--- src/rtl/coalesced_hash_index_builder_defines.svh ---
// assertion macros for the coalesced hash index builder
`ifndef COALESCED_HASH_INDEX_BUILDER_DEFINES_SVH
`define COALESCED_HASH_INDEX_BUILDER_DEFINES_SVH

// same-cycle implication, sampled on clk, off during reset
`define CHIB_ASSERT_SAME(lbl, ante, cons, msg) \
  lbl: assert property (@(posedge clk) disable iff (!rst_n) (ante) |-> (cons)) \
    else $error(msg);

// next-cycle implication, sampled on clk, off during reset
`define CHIB_ASSERT_NEXT(lbl, ante, cons, msg) \
  lbl: assert property (@(posedge clk) disable iff (!rst_n) (ante) |=> (cons)) \
    else $error(msg);

`endif

--- src/rtl/chib_pkg.sv ---
// shared types and constants of the coalesced hash index builder
package chib_pkg;

  localparam int DEF_TABLE_DEPTH = 256;
  localparam int SLOT_W = 8;
  localparam int CFG_W = 4;
  localparam logic [CFG_W-1:0] SIZE_LOG2_RST = 4'd8;
  localparam logic [CFG_W-1:0] SIZE_LOG2_MIN = 4'd1;
  localparam logic [CFG_W-1:0] SIZE_LOG2_MAX = 4'd8;
  localparam logic [SLOT_W-1:0] FIRST_RECORD = 8'd1;

  typedef enum logic [1:0] {
    OP_CLEAR  = 2'd0,
    OP_INSERT = 2'd1,
    OP_READ   = 2'd2,
    OP_NOP    = 2'd3
  } op_t;

  typedef enum logic [2:0] {
    S_IDLE,
    S_READ,
    S_HOME,
    S_WALK,
    S_PROBE,
    S_WR_NEW,
    S_DONE
  } state_t;

  typedef struct packed {
    logic [SLOT_W-1:0] rec;
    logic [SLOT_W-1:0] link;
  } slot_entry_t;

endpackage

--- src/rtl/chib_slot_ram.sv ---
// slot memory with per-entry valid bits, one write and one registered read port
module chib_slot_ram #(
  parameter int DEPTH  = 256,
  parameter int ADDR_W = 8
) (
  input  logic                 clk,
  input  logic                 rst_n,
  input  logic                 clear,
  input  logic                 wr_en,
  input  logic [ADDR_W-1:0]    wr_addr,
  input  chib_pkg::slot_entry_t wr_data,
  input  logic                 rd_en,
  input  logic [ADDR_W-1:0]    rd_addr,
  output chib_pkg::slot_entry_t rd_data
);
  import chib_pkg::*;

  slot_entry_t       mem [DEPTH];
  logic [DEPTH-1:0]  valid_r;
  slot_entry_t       rd_word_r;
  logic              rd_vld_r;

  always_ff @(posedge clk) begin
    if (wr_en) begin
      mem[wr_addr] <= wr_data;
    end
    if (rd_en) begin
      rd_word_r <= mem[rd_addr];
    end
  end

  // an entry not written since the last clear reads as zero
  always_ff @(posedge clk) begin
    if (!rst_n) begin
      valid_r  <= '0;
      rd_vld_r <= 1'b0;
    end else begin
      if (clear) begin
        valid_r <= '0;
      end else if (wr_en) begin
        valid_r[wr_addr] <= 1'b1;
      end
      if (rd_en) begin
        rd_vld_r <= valid_r[rd_addr];
      end
    end
  end

  assign rd_data = rd_vld_r ? rd_word_r : '0;

endmodule

--- config.mk ---
export PLATFORM = sky130hd
export DESIGN_NAME = chib_slot_ram
export DESIGN_NICKNAME = d
export VERILOG_FILES = /design/src/rtl/coalesced_hash_index_builder_defines.svh /design/src/rtl/chib_pkg.sv /design/src/rtl/chib_slot_ram.sv
export SDC_FILE = /design/constraint.sdc
export NUM_CORES = 2
export LEC_CHECK = 0
export BUFFER_PORTS_ARGS = -buffer_cell sky130_fd_sc_hd__buf_2
export CAP_MARGIN = 20
export CORE_ASPECT_RATIO = 0.8
export CORE_UTILIZATION = 42
export CTS_CLUSTER_SIZE = 8
export DETAILED_ROUTE_END_ITERATION = 10
export HOLD_SLACK_MARGIN = 0.1
export PLACE_DENSITY = 0.65
export SLEW_MARGIN = 20
export SYNTH_ARGS = -nofsm -noshare
export SYNTH_HDL_FRONTEND = slang
export SYNTH_SLANG_ARGS = --single-unit
--- constraint.sdc ---
create_clock -name clk -period 5.1 [get_ports clk]
set_input_delay 1.02 -clock clk [delete_from_list [all_inputs] [get_ports clk]]
set_output_delay 1.02 -clock clk [all_outputs]
set_load 0.01 [all_outputs]
# [Word-level counts from Yosys, hierarchy flattened]
# Memories as Yosys holds them, arrays and structs flattened. A register that Yosys moved wholly into a read port is not among the register bits.
# Cells that the tools add are included.
# Widths: inputs -> output; s select.
[classes] n_lt_le_gt_ge=3 muxes=7 n_reduce_logical=2 bitwise_logic=2
[op_table] operator="$or 256x256->256" n=1
[op_table] operator="$lt 8x9->1 const B" n=2
[op_table] operator="$mux 16" n=1
[op_table] operator="$bmux 1 s8" n=1
[op_table] operator="$demux 1 s8" n=1
[op_table] operator="$ge 8x1->1 const B" n=1
[op_table] operator="$mux 1" n=4
[op_table] operator="$reduce_or 2->1" n=1
[op_table] operator="$logic_and 1x1->1" n=1
[op_table] operator="$not 1->1" n=1
[word_totals] elab_cells=17 out_inout_bits=16 input_bits=37 ramBits=4096 register_bits=257 mem_count=1
[mem_list] name="mem" words=256 width=16 rd=1 rd_clocked_by_memory_dff=1 write_ports=1 line_no="chib_slot_ram.sv:18" rtl="slot_entry_t mem [DEPTH];"

# [Longest topological paths before layout]
[depth] ltp_word=5 mapped_depth=11 ltp_nobuf=6

# [Worst setup path before layout]
# Ideal clock, no wire load.
[synth_timing] path_kind="input -> register" start="input rd_addr[1]" end="register rd_word_r[12] (netlist name)" path_stages=10 setup_ns=0.259 path_buffers=4 required_ns=4.841 path_slack_ns=1.820 arrival_ns=3.021 cell_sequence="buf_2 buf_2 clkbuf_1 buf_1 mux4_2 a22oi_1 a21oi_1 nor4_1 o22ai_1 or2_1"
[synth_rtl] item="start: declaration" line_no="chib_slot_ram.sv:13" rtl="input logic [ADDR_W-1:0] rd_addr,"

==> flow_metrics.env <==
export IMPL_min_path_type="in2reg"
export IMPL_wl_microns=449700
export IMPL_async_reset_ff_share_pct=0
export IMPL_cts_buffers_inserted=621
export IMPL_maxSlewHeadroom_pct=16.69
export IMPL_power_density_mw_per_mm2=416.4
export IMPL_grt_pass1_vias=85080
export IMPL_clock_latency_ns=0.97
export IMPL_power_frac_seq_pct=48.9
export IMPL_grt_setup_unrepaired="no"
export IMPL_period_share_pct=87.99
export IMPL_postCtsSetupBuffers=0
export IMPL_vias=85380
export IMPL_worstMarginPinSlew_ns=1.238
export IMPL_grt_pass1_wl_microns=637700
export IMPL_syn_cell_area_sq_mm=0.1650
export IMPL_place_area_sq_mm=0.1757
export IMPL_gp_congestion=0.8619
export IMPL_path_class="in2reg"
export IMPL_drive_gt1_share_pct=28.36
export IMPL_cp_arrival_ns=5.20
export IMPL_multi_input_area_sq_mm=0.03468
export IMPL_yosysTopAreaCell="edfxtp_1"
export IMPL_p_clk_share_pct=46.6
export IMPL_max_clock_freq_ghz=0.2228
export IMPL_drtIter0Drc=12570
export IMPL_worstSetupStartpointType="primary input"
export IMPL_min_from="wr_data[15]"
export IMPL_switchingPower_mw=17.06
export IMPL_gr_total_overflow=0
export IMPL_ios=53
export IMPL_core_region_area_sq_mm=0.3904
export IMPL_die_h_microns=562.6
export IMPL_synth_top_area_share_pct=74.85
export IMPL_synth_avg_cell_area_sq_um=21.30
export IMPL_path_max_fanout=64
export IMPL_yosysWarnings=0
export IMPL_fin_setup_tns_ns=0
export IMPL_dr_pass1_iters=5
export IMPL_whs_ns=0.4501
export IMPL_ys_seq_area_share_pct=77.96
export IMPL_regArea_sq_mm=0.1286
export IMPL_cts_buffer_depth=4
export IMPL_cts_htree_levels=6
export IMPL_cts_resized=0
export IMPL_netSwitchingFraction_pct=21.18
export IMPL_combPwrFrac_pct=4.5
export IMPL_grt_usage_pct=22.52
export IMPL_internal_power_mw=63.49
export IMPL_p_leak_nw=60.52
export IMPL_status="finished, final reports clean"
export IMPL_cts_sinks=4369
export IMPL_drc=0
export IMPL_yosys_top_cells_area="edfxtp_1 75%, mux4_2 15%, dfxtp_1 3.1%, a22oi_1 2.4%, nor2_1 1.6%"
export IMPL_drv_cap=0
export IMPL_num_rows=205
export IMPL_portBuffers=52
export IMPL_synth_cell_type_count=46
export IMPL_report_final_slew_viol_count=0
export IMPL_clk_pin_slew_worst_paths_ns=0.05
export IMPL_clock_skew_ns=0.07035
export IMPL_postCtsHoldBufs=0
export IMPL_required_ns=5.81
export IMPL_root_buffer="clkbuf_16"
export IMPL_wl_per_cell_microns=31.89
export IMPL_crit_start="rd_addr[1]"
export IMPL_syn_inst=7746
export IMPL_dpl_hpwl_microns=266700
export IMPL_synth_edf_count=4112
export IMPL_num_nets_final=8575
export IMPL_viasPerCell=6.054
export IMPL_min_period_ns=4.487
export IMPL_grt_max_degree=155
export IMPL_die_area_sq_mm=0.3953
export IMPL_worstSetupEndpointType="flip-flop"
export IMPL_drtAntennaViolNets=0
export IMPL_start_util_pct=42.26
export IMPL_hold_violations=0
export IMPL_final_area_sq_mm=0.1935
export IMPL_synth_seq_cells=4369
export IMPL_fillers=30740
export IMPL_antenna_found_initial=29
export IMPL_final_setup_viol_count=0
export IMPL_cts_tree="done"
export IMPL_ir_drop_mv=0.3015
export IMPL_syn_to_final_growth_pct=17.27
export IMPL_synth_fp_nets=7783
export IMPL_synthFlopType="edfxtp_1"
export IMPL_timing_rr_start="mem[51][11]$_DFFE_PP_"
export IMPL_fp_dieW_microns=702.7
## power by group through the flow
stage,registers [mW],logic [mW],clock network (mW)
global placement,40.1,3.53,0
floorplan,40.1,1.73,0
CTS,39.4,3.59,38.0
global route,39.4,3.77,39.4
finish,39.4,3.60,37.5
detailed placement,40.1,3.58,0
## cell usage in the layout (no fill, tap or decap), types with 3 or more instances in the layout
cell	instances
o2111ai_1	3
nand2b_4	3
nor2b_1	11
a22oi_1	523
diode_2	16
and2_1	16
clkinv_8	10
o21ai_0	4
or2_1	16
buf_6	3
mux4_2	1076
clkbuf_1	323
a21oi_1	261
or2_2	3
clkbuf_16	635
dfxtp_1	257
inv_6	18
a211oi_1	3
buf_8	21
nand2b_1	3
nor2_2	80
nor2_1	628
buf_2	34
inv_16	7
nand2_1	26
nor4_1	64
edfxtp_1	4112
a22o_1	4
buf_12	86
nand4_1	9
o221ai_1	7
inv_1	4
nor2_4	13
buf_4	496
nand3_1	28
o21ba_2	29
o22ai_1	36
mux2i_1	26
## routing by layer
metal	vias up	routed length (microns)	track usage (%)
met2	5353	199300	32.94
met5	-	50	0
met1	45180	179600	32.98
met3	759	55260	5.882
met4	8	15500	7.575
li1	34090	-	-
## flip-flops by register name (all words and copies together) (netlist names)
name,flops
mem,4096
rd_word_r,16
rd_vld_r,1
valid_r,256
## kinds of logic after synthesis
kind of cell           count (synthesis)  share of synthesized area, %
DFF                                 4369                         77.96
muxes                               1103                         14.85
and+or+nand+nor                      912                         2.306
AOI/OAI and AO/OA                    884                         3.648
buffers and inverters                478                         1.229
## cell type report
cell class	instances	share of cell area, %
flip-flops and latches	4369	66.48
multi-input cells	2899	17.93
clock buffers	958	8.840
well taps	5175	3.347
repair buffers	643	3.115
clock inverters	39	0.2613
diodes	16	0.02070
inverters	4	0.007761
## cell usage after synthesis (2+ instances only)
cell type     n
nand4_1       9
a22o_1        4
a211oi_1      3
o221ai_1      7
nand3_1      28
o21ba_2      29
clkbuf_1    279
buf_2       114
nor2_1      721
o2111ai_1     3
dfxtp_1     257
a22oi_1     523
nand2_1      27
nand4b_1      2
buf_6         5
nor2b_1      13
o22ai_1      36
a21oi_1     262
a2111oi_0     2
or2_1        16
o21ai_1       2
or2_2         4
nand2b_1      6
inv_1         4
o21ai_0       4
mux2i_1      26
o211ai_1      2
edfxtp_1   4112
mux4_2     1076
and2_1       16
buf_1        62
buf_4        14
nor4_1       65
## worst max-delay path: stages
cell and delay [ns]:
buf_8 0.57, buf_12 0.41, mux4_2 0.37, a22oi_1 0.32, a21oi_1 0.39, nor4_1 1.13, buf_4 0.25, o22ai_1 0.21
or2_1 0.31
## worst paths after layout
kind	endpoint	slack, ns	cells after the start
worst max-delay path	rd_word_r[11]$_DFFE_PP_	0.61	9
worst min-delay path	mem[116][15]$_DFFE_PP_	0.45	1
worst max register to register	rd_word_r[11]$_DFFE_PP_	1.45	7
worst min register to register	valid_r[218]$_SDFFE_PP0P_	0.46	2
## per-stage QoR
step	instances	setup WS, ns	util (%)	power [mW]
2_1_floorplan	7746	1.820	-	41.79
3_3_place_gp	13080	-0.1796	44.98	43.60
3_5_place_dp	13090	-0.1945	45.01	43.67
4_1_cts	14080	0.8021	49.52	80.97
5_1_grt	14090	0.6670	49.55	82.56
6_report	14100	0.6125	49.56	80.56
Note: power is estimated with default switching activity, not from simulation.
